[src/rtl/csrc_pkg.sv]
// ----------------------------------------------------------------------------
// csrc_pkg
// Shared types and constants of the carrier status report checker.
// ----------------------------------------------------------------------------
package csrc_pkg;

    localparam int WORD_W   = 16;
    localparam int CAR_W    = 4;
    localparam int COUNT_W  = 8;
    localparam int REASON_W = 4;

    localparam int APB_DATA_W = 32;
    localparam int APB_ADDR_W = 5;
    localparam int NUM_REGS   = 8;

    // Lowest carrier number accepted; config state limit.
    localparam logic [WORD_W-1:0] CARRIER_MIN      = WORD_W'(1);
    localparam logic [WORD_W-1:0] CONFIG_STATE_MAX = WORD_W'(2);

    // Register indexes (byte address = 4 * index).
    localparam logic [2:0] REG_CARRIER_MAX     = 3'd0;
    localparam logic [2:0] REG_ALARM_COUNT_MAX = 3'd1;
    localparam logic [2:0] REG_ALARM_CODE_MIN  = 3'd2;
    localparam logic [2:0] REG_ALARM_CODE_MAX  = 3'd3;
    localparam logic [2:0] REG_ERROR_COUNT_MAX = 3'd4;
    localparam logic [2:0] REG_ERROR_CODE_MIN  = 3'd5;
    localparam logic [2:0] REG_ERROR_CODE_MAX  = 3'd6;
    localparam logic [2:0] REG_CARD_COUNT_MAX  = 3'd7;

    // Fail reason codes.
    localparam logic [REASON_W-1:0] RSN_NONE        = 4'd0;
    localparam logic [REASON_W-1:0] RSN_COUNT       = 4'd1;
    localparam logic [REASON_W-1:0] RSN_CARRIER_NO  = 4'd2;
    localparam logic [REASON_W-1:0] RSN_CONFIG      = 4'd3;
    localparam logic [REASON_W-1:0] RSN_ALARM_COUNT = 4'd4;
    localparam logic [REASON_W-1:0] RSN_ALARM_CODE  = 4'd5;
    localparam logic [REASON_W-1:0] RSN_ERROR_COUNT = 4'd6;
    localparam logic [REASON_W-1:0] RSN_ERROR_CODE  = 4'd7;
    localparam logic [REASON_W-1:0] RSN_CARD_COUNT  = 4'd8;

    // Check limits, from the register block to the parser.
    typedef struct packed {
        logic [CAR_W-1:0]   carrier_max;
        logic [COUNT_W-1:0] alarm_count_max;
        logic [WORD_W-1:0]  alarm_code_min;
        logic [WORD_W-1:0]  alarm_code_max;
        logic [COUNT_W-1:0] error_count_max;
        logic [WORD_W-1:0]  error_code_min;
        logic [WORD_W-1:0]  error_code_max;
        logic [COUNT_W-1:0] card_count_max;
    } t_cfg;

endpackage

[src/rtl/csrc_word_if.sv]
// ----------------------------------------------------------------------------
// csrc_word_if
// Input channel: one report word per transfer.
// ----------------------------------------------------------------------------
interface csrc_word_if;
    logic        valid;
    logic        ready;
    logic [15:0] word;
    logic        first_word;

    modport source (output valid, output word, output first_word, input ready);
    modport sink   (input valid, input word, input first_word, output ready);
endinterface

[src/rtl/csrc_verdict_if.sv]
// ----------------------------------------------------------------------------
// csrc_verdict_if
// Output channel: one verdict per transfer.
// ----------------------------------------------------------------------------
interface csrc_verdict_if;
    logic        valid;
    logic        ready;
    logic        passed;
    logic [3:0]  fail_reason;
    logic [15:0] bad_word;

    modport source (output valid, output passed, output fail_reason, output bad_word,
                    input ready);
    modport sink   (input valid, input passed, input fail_reason, input bad_word,
                    output ready);
endinterface

[src/rtl/csrc_cfg_regs.sv]
// ----------------------------------------------------------------------------
// csrc_cfg_regs
// APB register file holding the check limits.
// ----------------------------------------------------------------------------
module csrc_cfg_regs (
    input  logic                              i_clk,
    input  logic                              i_rst_n,
    input  logic                              psel,
    input  logic                              penable,
    input  logic                              pwrite,
    input  logic [csrc_pkg::APB_ADDR_W-1:0]   paddr,
    input  logic [csrc_pkg::APB_DATA_W-1:0]   pwdata,
    output logic [csrc_pkg::APB_DATA_W-1:0]   prdata,
    output logic                              pready,
    output csrc_pkg::t_cfg                    o_cfg
);
    import csrc_pkg::*;

    t_cfg       r_cfg;
    logic [2:0] reg_idx;
    logic       wr_en;

    assign reg_idx = paddr[APB_ADDR_W-1:2];
    assign wr_en   = psel && penable && pwrite;
    assign pready  = 1'b1;
    assign o_cfg   = r_cfg;

    always_ff @(posedge i_clk) begin
        if (!i_rst_n) begin
            r_cfg.carrier_max     <= CAR_W'(4);
            r_cfg.alarm_count_max <= COUNT_W'(255);
            r_cfg.alarm_code_min  <= WORD_W'(221);
            r_cfg.alarm_code_max  <= WORD_W'(255);
            r_cfg.error_count_max <= COUNT_W'(255);
            r_cfg.error_code_min  <= WORD_W'(221);
            r_cfg.error_code_max  <= WORD_W'(255);
            r_cfg.card_count_max  <= COUNT_W'(6);
        end else if (wr_en) begin
            case (reg_idx)
                REG_CARRIER_MAX:     r_cfg.carrier_max     <= pwdata[CAR_W-1:0];
                REG_ALARM_COUNT_MAX: r_cfg.alarm_count_max <= pwdata[COUNT_W-1:0];
                REG_ALARM_CODE_MIN:  r_cfg.alarm_code_min  <= pwdata[WORD_W-1:0];
                REG_ALARM_CODE_MAX:  r_cfg.alarm_code_max  <= pwdata[WORD_W-1:0];
                REG_ERROR_COUNT_MAX: r_cfg.error_count_max <= pwdata[COUNT_W-1:0];
                REG_ERROR_CODE_MIN:  r_cfg.error_code_min  <= pwdata[WORD_W-1:0];
                REG_ERROR_CODE_MAX:  r_cfg.error_code_max  <= pwdata[WORD_W-1:0];
                REG_CARD_COUNT_MAX:  r_cfg.card_count_max  <= pwdata[COUNT_W-1:0];
                default: ;
            endcase
        end
    end

    always_comb begin
        case (reg_idx)
            REG_CARRIER_MAX:     prdata = APB_DATA_W'(r_cfg.carrier_max);
            REG_ALARM_COUNT_MAX: prdata = APB_DATA_W'(r_cfg.alarm_count_max);
            REG_ALARM_CODE_MIN:  prdata = APB_DATA_W'(r_cfg.alarm_code_min);
            REG_ALARM_CODE_MAX:  prdata = APB_DATA_W'(r_cfg.alarm_code_max);
            REG_ERROR_COUNT_MAX: prdata = APB_DATA_W'(r_cfg.error_count_max);
            REG_ERROR_CODE_MIN:  prdata = APB_DATA_W'(r_cfg.error_code_min);
            REG_ERROR_CODE_MAX:  prdata = APB_DATA_W'(r_cfg.error_code_max);
            REG_CARD_COUNT_MAX:  prdata = APB_DATA_W'(r_cfg.card_count_max);
            default:             prdata = '0;
        endcase
    end

endmodule

[src/rtl/csrc_parser.sv]
// ----------------------------------------------------------------------------
// csrc_parser
// Input register, message walker and verdict register.
// ----------------------------------------------------------------------------
module csrc_parser (
    input  logic           i_clk,
    input  logic           i_rst_n,
    input  csrc_pkg::t_cfg i_cfg,
    csrc_word_if.sink      i_word_ch,
    csrc_verdict_if.source o_verdict_ch
);
    import csrc_pkg::*;

    localparam logic [3:0] PH_WAIT    = 4'd0;
    localparam logic [3:0] PH_CARNO   = 4'd1;
    localparam logic [3:0] PH_STATUS  = 4'd2;
    localparam logic [3:0] PH_CONFIG  = 4'd3;
    localparam logic [3:0] PH_ALMCNT  = 4'd4;
    localparam logic [3:0] PH_ALMCODE = 4'd5;
    localparam logic [3:0] PH_ERRCNT  = 4'd6;
    localparam logic [3:0] PH_ERRCODE = 4'd7;
    localparam logic [3:0] PH_CRDCNT  = 4'd8;
    localparam logic [3:0] PH_CRDSKIP = 4'd9;

    // input register
    logic              r_in_valid;
    logic [WORD_W-1:0] r_in_word;
    logic              r_in_first;

    // walker state
    logic [3:0]         r_phase,    n_phase;
    logic [CAR_W-1:0]   r_car_left, n_car_left;
    logic [COUNT_W-1:0] r_ent_left, n_ent_left;

    // verdict register
    logic                r_out_valid;
    logic                r_passed;
    logic [REASON_W-1:0] r_reason;
    logic [WORD_W-1:0]   r_bad_word;

    logic                emit;
    logic [REASON_W-1:0] reason;
    logic                advance;
    logic [WORD_W-1:0]   w;
    logic [CAR_W-1:0]    car_dec;
    logic [COUNT_W-1:0]  ent_dec;

    assign w       = r_in_word;
    assign car_dec = r_car_left - CAR_W'(1);
    assign ent_dec = r_ent_left - COUNT_W'(1);

    always_comb begin
        n_phase    = r_phase;
        n_car_left = r_car_left;
        n_ent_left = r_ent_left;
        emit       = 1'b0;
        reason     = RSN_NONE;
        if (r_in_first) begin
            if (w > WORD_W'(i_cfg.carrier_max)) begin
                emit   = 1'b1;
                reason = RSN_COUNT;
            end else if (w == '0) begin
                emit = 1'b1;
            end else begin
                n_car_left = w[CAR_W-1:0];
                n_ent_left = '0;
                n_phase    = PH_CARNO;
            end
        end else begin
            case (r_phase)
                PH_CARNO: begin
                    if (w < CARRIER_MIN || w > WORD_W'(i_cfg.carrier_max)) begin
                        emit   = 1'b1;
                        reason = RSN_CARRIER_NO;
                    end else begin
                        n_phase = PH_STATUS;
                    end
                end
                PH_STATUS: n_phase = PH_CONFIG;
                PH_CONFIG: begin
                    if (w > CONFIG_STATE_MAX) begin
                        emit   = 1'b1;
                        reason = RSN_CONFIG;
                    end else begin
                        n_phase = PH_ALMCNT;
                    end
                end
                PH_ALMCNT: begin
                    if (w > WORD_W'(i_cfg.alarm_count_max)) begin
                        emit   = 1'b1;
                        reason = RSN_ALARM_COUNT;
                    end else begin
                        n_ent_left = w[COUNT_W-1:0];
                        n_phase    = (w == '0) ? PH_ERRCNT : PH_ALMCODE;
                    end
                end
                PH_ALMCODE: begin
                    if (w < i_cfg.alarm_code_min || w > i_cfg.alarm_code_max) begin
                        emit   = 1'b1;
                        reason = RSN_ALARM_CODE;
                    end else begin
                        n_ent_left = ent_dec;
                        if (ent_dec == '0) n_phase = PH_ERRCNT;
                    end
                end
                PH_ERRCNT: begin
                    if (w > WORD_W'(i_cfg.error_count_max)) begin
                        emit   = 1'b1;
                        reason = RSN_ERROR_COUNT;
                    end else begin
                        n_ent_left = w[COUNT_W-1:0];
                        n_phase    = (w == '0) ? PH_CRDCNT : PH_ERRCODE;
                    end
                end
                PH_ERRCODE: begin
                    if (w < i_cfg.error_code_min || w > i_cfg.error_code_max) begin
                        emit   = 1'b1;
                        reason = RSN_ERROR_CODE;
                    end else begin
                        n_ent_left = ent_dec;
                        if (ent_dec == '0) n_phase = PH_CRDCNT;
                    end
                end
                PH_CRDCNT: begin
                    if (w > WORD_W'(i_cfg.card_count_max)) begin
                        emit   = 1'b1;
                        reason = RSN_CARD_COUNT;
                    end else if (w == '0) begin
                        // empty card list closes the record
                        n_ent_left = '0;
                        n_car_left = car_dec;
                        n_phase    = PH_CARNO;
                        emit       = (car_dec == '0);
                    end else begin
                        n_ent_left = w[COUNT_W-1:0];
                        n_phase    = PH_CRDSKIP;
                    end
                end
                PH_CRDSKIP: begin
                    n_ent_left = ent_dec;
                    if (ent_dec == '0) begin
                        n_car_left = car_dec;
                        n_phase    = PH_CARNO;
                        emit       = (car_dec == '0);
                    end
                end
                default: ;
            endcase
        end
        // any verdict ends the message
        if (emit) begin
            n_phase    = PH_WAIT;
            n_car_left = '0;
            n_ent_left = '0;
        end
    end

    assign advance         = r_in_valid && (!emit || !r_out_valid || o_verdict_ch.ready);
    assign i_word_ch.ready = !r_in_valid || advance;

    always_ff @(posedge i_clk) begin
        if (!i_rst_n) begin
            r_in_valid <= 1'b0;
        end else if (i_word_ch.ready) begin
            r_in_valid <= i_word_ch.valid;
        end
    end

    always_ff @(posedge i_clk) begin
        if (i_word_ch.ready && i_word_ch.valid) begin
            r_in_word  <= i_word_ch.word;
            r_in_first <= i_word_ch.first_word;
        end
    end

    always_ff @(posedge i_clk) begin
        if (!i_rst_n) begin
            r_phase    <= PH_WAIT;
            r_car_left <= '0;
            r_ent_left <= '0;
        end else if (advance) begin
            r_phase    <= n_phase;
            r_car_left <= n_car_left;
            r_ent_left <= n_ent_left;
        end
    end

    always_ff @(posedge i_clk) begin
        if (!i_rst_n) begin
            r_out_valid <= 1'b0;
        end else if (advance && emit) begin
            r_out_valid <= 1'b1;
        end else if (o_verdict_ch.ready) begin
            r_out_valid <= 1'b0;
        end
    end

    always_ff @(posedge i_clk) begin
        if (advance && emit) begin
            r_passed   <= (reason == RSN_NONE);
            r_reason   <= reason;
            r_bad_word <= (reason == RSN_NONE) ? '0 : w;
        end
    end

    assign o_verdict_ch.valid       = r_out_valid;
    assign o_verdict_ch.passed      = r_passed;
    assign o_verdict_ch.fail_reason = r_reason;
    assign o_verdict_ch.bad_word    = r_bad_word;

    // idle exactly when no records are pending
    a_wait_no_carriers: assert property (@(posedge i_clk) disable iff (!i_rst_n)
        (r_phase == PH_WAIT) == (r_car_left == '0))
        else $error("phase and carrier count disagree");

    // list phases always have entries left
    a_list_nonempty: assert property (@(posedge i_clk) disable iff (!i_rst_n)
        (r_phase == PH_ALMCODE || r_phase == PH_ERRCODE || r_phase == PH_CRDSKIP)
        |-> (r_ent_left != '0))
        else $error("list phase with no entries left");

    // a verdict sends the walker back to idle
    a_verdict_idles: assert property (@(posedge i_clk) disable iff (!i_rst_n)
        (advance && emit) |=> (r_phase == PH_WAIT && r_out_valid))
        else $error("verdict did not end the message");

    // pass carries no reason and no word; fail always has a reason
    a_verdict_fields: assert property (@(posedge i_clk) disable iff (!i_rst_n)
        r_out_valid |-> (r_passed ? (r_reason == RSN_NONE && r_bad_word == '0)
                                  : (r_reason != RSN_NONE)))
        else $error("inconsistent verdict fields");

endmodule

[src/rtl/carrier_status_report_checker_top.sv]
// ----------------------------------------------------------------------------
// carrier_status_report_checker_top
// Checks carrier status report messages word by word and returns one verdict.
// ----------------------------------------------------------------------------
// Usage: feed report words on i_word_ch, one word per transfer, with
// first_word set on the carrier count that opens each message. The block
// takes one word every clock cycle unless the input stalls; words pass an
// input register, the walker logic and the verdict register before a verdict
// shows on o_verdict_ch. A message gives exactly one verdict: passed after
// the last carrier record, or a fail reason and the offending word at the
// first bad word; words after that are dropped until the next first_word.
// A first_word in the middle of a message silently restarts the check. The
// verdict register frees the input while a verdict waits; the input stalls
// only when a second verdict is due before the first is taken. Limits are
// set through the APB registers (byte address 4 * index) and should be
// written only while no message is in progress.
// ----------------------------------------------------------------------------
module carrier_status_report_checker_top (
    input  logic                              i_clk,
    input  logic                              i_rst_n,
    // APB configuration port
    input  logic                              psel,
    input  logic                              penable,
    input  logic                              pwrite,
    input  logic [csrc_pkg::APB_ADDR_W-1:0]   paddr,
    input  logic [csrc_pkg::APB_DATA_W-1:0]   pwdata,
    output logic [csrc_pkg::APB_DATA_W-1:0]   prdata,
    output logic                              pready,
    // word stream in, verdicts out
    csrc_word_if.sink                         i_word_ch,
    csrc_verdict_if.source                    o_verdict_ch
);
    import csrc_pkg::*;

    t_cfg cfg;

    // limit registers
    csrc_cfg_regs u_cfg_regs (
        .i_clk   (i_clk),
        .i_rst_n (i_rst_n),
        .psel    (psel),
        .penable (penable),
        .pwrite  (pwrite),
        .paddr   (paddr),
        .pwdata  (pwdata),
        .prdata  (prdata),
        .pready  (pready),
        .o_cfg   (cfg)
    );

    // message walker with input and verdict registers
    csrc_parser u_parser (
        .i_clk        (i_clk),
        .i_rst_n      (i_rst_n),
        .i_cfg        (cfg),
        .i_word_ch    (i_word_ch),
        .o_verdict_ch (o_verdict_ch)
    );

endmodule
[src/flat_wrapper.sv]
// flat-port wrapper written by rule: the top's interface ports become plain ports
module carrier_status_report_checker_top_flat import csrc_pkg::*;
  (i_clk, i_rst_n, psel, penable, pwrite, paddr, pwdata, prdata, pready, i_word_ch_valid, i_word_ch_word, i_word_ch_first_word, i_word_ch_ready, o_verdict_ch_valid, o_verdict_ch_passed, o_verdict_ch_fail_reason, o_verdict_ch_bad_word, o_verdict_ch_ready);
  csrc_word_if i_word_ch_i ();
  csrc_verdict_if o_verdict_ch_i ();
  input  logic i_clk;
  input  logic i_rst_n;
  input  logic psel;
  input  logic penable;
  input  logic pwrite;
  input  logic [csrc_pkg::APB_ADDR_W-1:0] paddr;
  input  logic [csrc_pkg::APB_DATA_W-1:0] pwdata;
  output logic [csrc_pkg::APB_DATA_W-1:0] prdata;
  output logic pready;
  input wire logic [$bits(i_word_ch_i.valid)-1:0] i_word_ch_valid;
  input wire logic [$bits(i_word_ch_i.word)-1:0] i_word_ch_word;
  input wire logic [$bits(i_word_ch_i.first_word)-1:0] i_word_ch_first_word;
  output wire logic [$bits(i_word_ch_i.ready)-1:0] i_word_ch_ready;
  output wire logic [$bits(o_verdict_ch_i.valid)-1:0] o_verdict_ch_valid;
  output wire logic [$bits(o_verdict_ch_i.passed)-1:0] o_verdict_ch_passed;
  output wire logic [$bits(o_verdict_ch_i.fail_reason)-1:0] o_verdict_ch_fail_reason;
  output wire logic [$bits(o_verdict_ch_i.bad_word)-1:0] o_verdict_ch_bad_word;
  input wire logic [$bits(o_verdict_ch_i.ready)-1:0] o_verdict_ch_ready;
  assign i_word_ch_i.valid = i_word_ch_valid;
  assign i_word_ch_i.word = i_word_ch_word;
  assign i_word_ch_i.first_word = i_word_ch_first_word;
  assign i_word_ch_ready = i_word_ch_i.ready;
  assign o_verdict_ch_valid = o_verdict_ch_i.valid;
  assign o_verdict_ch_passed = o_verdict_ch_i.passed;
  assign o_verdict_ch_fail_reason = o_verdict_ch_i.fail_reason;
  assign o_verdict_ch_bad_word = o_verdict_ch_i.bad_word;
  assign o_verdict_ch_i.ready = o_verdict_ch_ready;
  carrier_status_report_checker_top u_core (.i_clk(i_clk), .i_rst_n(i_rst_n), .psel(psel), .penable(penable), .pwrite(pwrite), .paddr(paddr), .pwdata(pwdata), .prdata(prdata), .pready(pready), .i_word_ch(i_word_ch_i), .o_verdict_ch(o_verdict_ch_i));
endmodule
[config.mk]
export PLATFORM = sky130hd
export DESIGN_NAME = carrier_status_report_checker_top_flat
export DESIGN_NICKNAME = d
export VERILOG_FILES = /design/src/rtl/csrc_pkg.sv /design/src/rtl/csrc_word_if.sv /design/src/rtl/csrc_verdict_if.sv /design/src/rtl/csrc_cfg_regs.sv /design/src/rtl/csrc_parser.sv /design/src/rtl/carrier_status_report_checker_top.sv /design/src/flat_wrapper.sv
export SDC_FILE = /design/constraint.sdc
export NUM_CORES = 1
export LEC_CHECK = 0
export BUFFER_PORTS_ARGS = -buffer_cell sky130_fd_sc_hd__buf_2
export CAP_MARGIN = 10
export CORE_UTILIZATION = 57
export CTS_BUF_LIST = sky130_fd_sc_hd__clkbuf_8
export DETAILED_ROUTE_END_ITERATION = 12
export PLACE_DENSITY = 0.78
export SYNTH_ARGS = -nofsm -noshare
export SYNTH_HDL_FRONTEND = slang
export SYNTH_HIERARCHICAL = 1
export SYNTH_SLANG_ARGS = --single-unit
[constraint.sdc]
create_clock -name i_clk -period 5.39 [get_ports i_clk]
set_input_delay 1.3475 -clock i_clk [delete_from_list [all_inputs] [get_ports i_clk]]
set_output_delay 1.3475 -clock i_clk [all_outputs]
set_load 0.005 [all_outputs]
# Word level (Yosys, flattened, before mapping)
# Index checks and enable logic that the tools add are counted.
# W data, S select, Z words.
classes:
  eq_ne: 29
  add_sub_neg: 2
  n_reduce_logical: 34
  mux: 63
  n_lt_le_gt_ge: 10
ops:
  columns: ["cell", "count"]
  rows:
  - ["$pmux W32 S8", 1]
  - ["$mux W4", 25]
  - ["$mux W8", 10]
  - ["$gt A16 B8 Y1", 3]
  - ["$pmux W8 S6", 1]
  - ["$ne A4 B4 Y1 const B", 11]
  - ["$pmux W4 S9", 1]
  - ["$gt A16 B16 Y1", 2]
  - ["$lt A16 B16 Y1", 2]
  - ["$pmux W4 S7", 1]
  - ["$eq A4 B3 Y1 const B", 4]
  - ["$gt A16 B2 Y1 const B", 1]
  - ["$gt A16 B4 Y1", 1]
  - ["$logic_not A16 Y1", 1]
  - ["$lt A16 B1 Y1 const B", 1]
  - ["$reduce_and A2 Y1", 8]
  - ["$mux W1", 15]
  - ["$reduce_and A14 Y1", 1]
  - ["$eq A3 B3 Y1 const B", 4]
  - ["$mux W3", 4]
  - ["$reduce_bool A11 Y1", 1]
  - ["$reduce_and A9 Y1", 1]
  - ["$eq A4 B2 Y1 const B", 2]
  - ["$eq A4 B4 Y1 const B", 2]
  - ["19 further kinds", 35]
word_totals:
  register_bits: 148
  inputBits: 61

# Longest topological paths before layout
logic_depth:
  ltp_word: 12
  mapped_depth: 12
  ltp_nobuf: 11

# Modules after synthesis
# The synthesis kept the hierarchy.
modules_own_cells:
  columns: ["mod", "instances", "cells_per_inst", "area_per_inst_um2"]
  rows:
  - ["csrc_parser", 1, 597, 5225.0]
  - ["csrc_cfg_regs", 1, 542, 4342.9]

# Worst setup path after synthesis
# No wires, ideal clock.
synth_timing:
  kind: "reg-to-output"
  from: "register u_core.u_parser.r_in_word[7]"
  to: "output i_word_ch_ready"
  slack_ps: 1368
  n_path_buf: 0
  arrival_time_ps: 2674
  stages_incl_launch_ff: 11
  cell_sequence: "edfxtp_1 -> ha_1 -> a21oi_1 -> o21ai_0 -> a221o_1 -> o31a_1 -> a311o_1 -> nor3_4 -> nor2b_1 -> and3_1 -> inv_1"
synth_between:
  elab_chain_len: 10
  word_cells_on_any_way: 31
  classes_between: "10 x order compare; 12 x mux; 9 x reduce/logical"
synth_rtl:
  columns: ["item", "line_no", "text"]
  rows:
  - ["from (decl)", "csrc_parser.sv:27", "logic [WORD_W-1:0] r_in_word;"]
  - ["from (signal assigned)", "csrc_parser.sv:171", "r_in_word <= i_word_ch.word;"]
  - ["$lt A16 B16 Y1 (tied with other cells)", "csrc_parser.sv:116", "if (w < i_cfg.error_code_min || w > i_cfg.error_code_max) begin"]
  - ["$logic_or A1 B1 Y1 (tied with other cells)", "csrc_parser.sv:116", null]
  - ["$mux W1, on equally long branches", null, null]
  - ["$pmux W1 S8", "csrc_parser.sv:70", "case (r_phase)"]
  - ["$mux W1 (*)", "csrc_parser.sv:58", "if (r_in_first) begin"]
  - ["$logic_not A1 Y1 (*)", "csrc_parser.sv:158", "assign advance = r_in_valid && (!emit || !r_out_valid || o_verdict_ch.ready);"]
  - ["$logic_or A1 B1 Y1 (*) (2 in series)", "csrc_parser.sv:158", null]
  - ["$logic_and A1 B1 Y1 (*)", "csrc_parser.sv:158", null]
  - ["$logic_or A1 B1 Y1 (*)", "csrc_parser.sv:159", "assign i_word_ch.ready = !r_in_valid || advance;"]
  - ["to (decl)", "flat_wrapper.sv:18", "output wire logic [$bits(i_word_ch_i.ready)-1:0] i_word_ch_ready;"]
# Mark *: on every way between the ends. The rest lies on a longest branch, timed or not.

# Worst setup path in the final report
layout_timing:
  from: "register u_core.u_parser.r_phase[2]"
  to: "output i_word_ch_ready"
layout_between:
  elab_chain_len: 8
  word_cells_on_any_way: 15
  classes_between: "8 x eq/ne; 2 x mux; 5 x reduce/logical"
layout_rtl:
  columns: ["item", "line_no", "text"]
  rows:
  - ["from (decl)", "csrc_parser.sv:31", "logic [3:0] r_phase, n_phase;"]
  - ["from (signal assigned)", "csrc_parser.sv:182", "r_phase <= n_phase;"]
  - ["$eq A4 B4 Y1 (tied with other cells)", "csrc_parser.sv:70", null]
  - ["$pmux W1 S8 (*)", "csrc_parser.sv:70", null]
  - ["$mux W1 (*)", "csrc_parser.sv:58", null]
  - ["$logic_not A1 Y1 (*)", "csrc_parser.sv:158", null]
  - ["$logic_or A1 B1 Y1 (*) (2 in series)", "csrc_parser.sv:158", null]
  - ["$logic_and A1 B1 Y1 (*)", "csrc_parser.sv:158", null]
  - ["$logic_or A1 B1 Y1 (*)", "csrc_parser.sv:159", null]
# Marked as above.

==> flow_summary_export.csv <==
group,metric,value,unit
clocking,cts_hold_buf,0,
sta,fin_skew,0.01121,ns
power_and_ir_drop,pwr-share-clk,0.374,
critical_path,crit_chain,"nor2b_1 -> nand3_1 -> a211o_1 -> a211oi_1 -> a311o_1 -> nor3_4 -> nor2b_1 -> and3_1 -> inv_1 -> buf_2",
power_and_ir_drop,swShare,0.2974,
critical_path,critical_path_required,4.04,ns
drt,wl_per_cell,18.90,um
clocking,postCtsSetupRepairBufs,0,
global_route,grt_pass1_wl,43040,um
power_and_ir_drop,sequentialPowerShare,0.504,
cells_and_area,final_cell_mix,"218 x nand2_1, 110 x dfxtp_1, 98 x inv_1, 94 x ha_1, 80 x buf_2",
sta,slew_headroom,0.1723,
floorplanning,rows,47,
placement,portBuffers,81,
drt,drcViolationCount,0,
cells_and_area,fin_nets,1347,
floorplanning,start_util,0.5811,
global_route,grt.met3_usage,0.05826,
synth,netlist_instances,1139,
cells_and_area,syn_to_final_growth,8.997,%
clocking,clk_transition_reported_paths,0.09,ns
floorplanning,design.core.area,16470,sq um
synth,synthArstFlopShare,0,
power_and_ir_drop,p_int,0.001667,W
drt,vias,8563,
sta,maxSlewViolCount,0,
drt,firstDrtPassIters,8,
sta,tightest_slew,1.241,ns
cells_and_area,fin_cells,1425,
drt,vias_per_cell,6.009,
power_and_ir_drop,power_density,227.5,nW/um^2
critical_path,cpPeakStageDelay,0.63,ns
critical_path,path_delay_family,"compound AO/OA/AOI/OAI gates",
synth,syn_area_per_cell,8.400,sq um
global_route,grt_use_met1,0.4030,
critical_path,crit_type,"reg -> out",
clocking,root_buffer,"clkbuf_8",
sta,finalHoldWorstSlack,0.4815,ns
global_route,grtUsageMet2,0.5197,
floorplanning,die_h,131.6,um
cells_and_area,num_antenna_cells,0,
power_and_ir_drop,max-vdd-ir-drop,0.1620,mV
placement,gp_congestion,0.9274,
synth,netlist_area,9568,sq um
sta,period_needed,4.999,ns
critical_path,crit_path_frequent_cell,"nor2b_1",
clocking,cts_resized,0,
drt,ant_nets,0,
global_route,overflow,0,
sta,fin_setup_tns,0,ns
cells_and_area,final_common_cell,"nand2_1",
cells_and_area,drive_above_1_share,0.1469,
critical_path,cp_num_buf_inv,2,
clocking,clk_latency,0.47,ns
critical_path,cp.arrival,3.65,ns
power_and_ir_drop,comb_power_share,0.122,
synth,synth_area_leaders,"dfxtp_1 23%, ha_1 12%, edfxtp_1 12%",
power_and_ir_drop,p_leak,4.555,nW
global_route,grt_max_degree,126,
synth,seq_area_frac_synth,0.3494,
synth,yosys.area.top_type,"dfxtp_1",
critical_path,slowest_stage,"dfxtp_1",
clocking,cts_inserted_buffers,17,
clocking,tritoncts,"yes",
synth,synth-edff-count,38,
floorplanning,die_area,17310,sq um
drt,drt_wl_total,26930,um
floorplanning,boundaryPins,117,
cells_and_area,fillers,1465,
synth,synth_ff_type,"dfxtp_1",
synth,ys_warn_count,6,
global_route,grt_util_all_layers,0.3174,
synth,synth_top_area_frac,0.2302,
power_and_ir_drop,power.net_switching,0.0007055,W
synth,ys_seq_elements,148,
critical_path,critPathMaxFanout,14,
clocking,clock_path_buffers,2,
sta,final_hold_viol_count,0,
outcome,status,"complete, no violations",
hold_path,hold_path.class,"reg -> reg",
sta,max_freq,0.2000,GHz
placement,post-dp-hpwl,18690,um
flow_run,cap_viol_max_count,0,
global_route,grt_pass1_vias,8134,
clocking,cts_max_level,4,
critical_path,critPathCaptureType,"output pin",
sta,grt_setup_unrepaired,"no",
floorplanning,die_w,131.6,um
sta,setup_viol,0,
clocking,cts_sinks,148,
global_route,antenna_found_initial,0,
sta,finalCritPeriodShare,0.9274,
critical_path,cp-start-kind,"register",
global_route,grt.busiest_layer,"met2",
synth,synthDistinctLibCells,82,
cells_and_area,final_core_util,0.6334,
drt,drt_iter0_drc,704,
placement,dp.cells,1393,
-- cells by family after synthesis --
group / count (synthesis) / synth area share
AND/OR/NAND/NOR: 438 / 0.2277
AO/OA/AOI/OAI: 230 / 0.1628
adder cells (fa/ha/maj): 94 / 0.1229
other: 2 / 0.0007849
buffers and inverters: 177 / 0.08147
flip-flops: 148 / 0.3494
multiplexers: 43 / 0.04852
XOR/XNOR: 7 / 0.006408
-- worst register-to-register path, delay by kind of cell (launching register included) --
family	cells	cell delay (ns)
and+or+nand+nor	6	1.13
buffers and inverters	2	0.45
DFF	1	0.63
AOI/OAI and AO/OA	3	1.23
-- power groups by stage --
stage	clock (W)	sequential (W)	combinational [W]
4_1_cts	0.000903	0.00119	0.000284
6_report	0.000887	0.00120	0.000290
3_5_place_dp	0	0.00122	0.000282
5_1_grt	0.000949	0.00120	0.000318
3_3_place_gp	0	0.00122	0.000275
2_1_floorplan	0	0.00121	0.000199
-- routing by layer --
layer  share of wire  wire [um]
met1            0.42      11280
met2            0.47      12650
met3           0.073       1953
met4           0.039       1044
met5               0          0
-- synthesized netlist by cell type (all sizes together) (4+ instances only) --
cell type  count
nand4         17
a221oi        10
ha            94
clkbuf        32
nand2        218
xnor2          6
nor4          12
edfxtp        38
or2            6
dfxtp        110
o21a           9
a21o           7
nor2b         34
a22o          14
nand3         67
mux2i         34
nor2          35
o21ai         53
nand3b         6
nor3          13
inv           98
a21oi         47
o211ai        11
buf           47
mux2           7
nor3b          4
a21boi        45
nand2b         7
a211oi         6
-- registers in the layout, indices dropped and copies added (netlist names), 4 cells and up --
signal                                    cells
u_core/u_parser/o_verdict_ch.bad_word        16
u_core/u_cfg_regs/o_cfg                      92
u_core/u_parser/r_in_word                    16
u_core/u_parser/r_car_left                    4
u_core/u_parser/r_phase                       4
u_core/u_parser/r_ent_left                    8
u_core/u_parser/o_verdict_ch.fail_reason      4
-- through the flow --
step | total power, W | instance area (sq um) | setup WS (ns)
6_report | 0.002373 | 10430 | 0.3912
5_1_grt | 0.002466 | 10430 | 0.2319
4_1_cts | 0.002382 | 10430 | 0.4592
3_5_place_dp | 0.001502 | 10030 | 1.002
3_3_place_gp | 0.001495 | 10030 | 1.004
2_1_floorplan | 0.001406 | 9624 | 1.368
-- path summary, 6_finish.rpt --
kind | start | end | slack [ns] | cells after the start
worst min register to register | u_core/u_cfg_regs/o_cfg[77] | u_core/u_cfg_regs/o_cfg[77] | 0.48 | 2
worst max register to register | u_core/u_parser/r_phase[2] | u_core/u_parser/o_verdict_ch.bad_word[15] | 1.63 | 11
worst min-delay path | u_core/u_cfg_regs/o_cfg[77] | u_core/u_cfg_regs/o_cfg[77] | 0.48 | 2
worst max-delay path | u_core/u_parser/r_phase[2] | i_word_ch_ready | 0.39 | 10
-- area by class of cell --
| type | instances | area [sq um] | share of cell area |
|---|---|---|---|
| inverters | 98 | 367.9 | 0.03527 |
| clock buffers | 17 | 234.0 | 0.02244 |
| well taps | 220 | 275.3 | 0.02639 |
| flip-flops and latches | 148 | 3343 | 0.3206 |
| clock inverters | 15 | 168.9 | 0.01620 |
| repair buffers | 98 | 535.5 | 0.05135 |
| multi-input cells | 829 | 5504 | 0.5278 |
No activity file was read; power rests on OpenSTA's default activity.
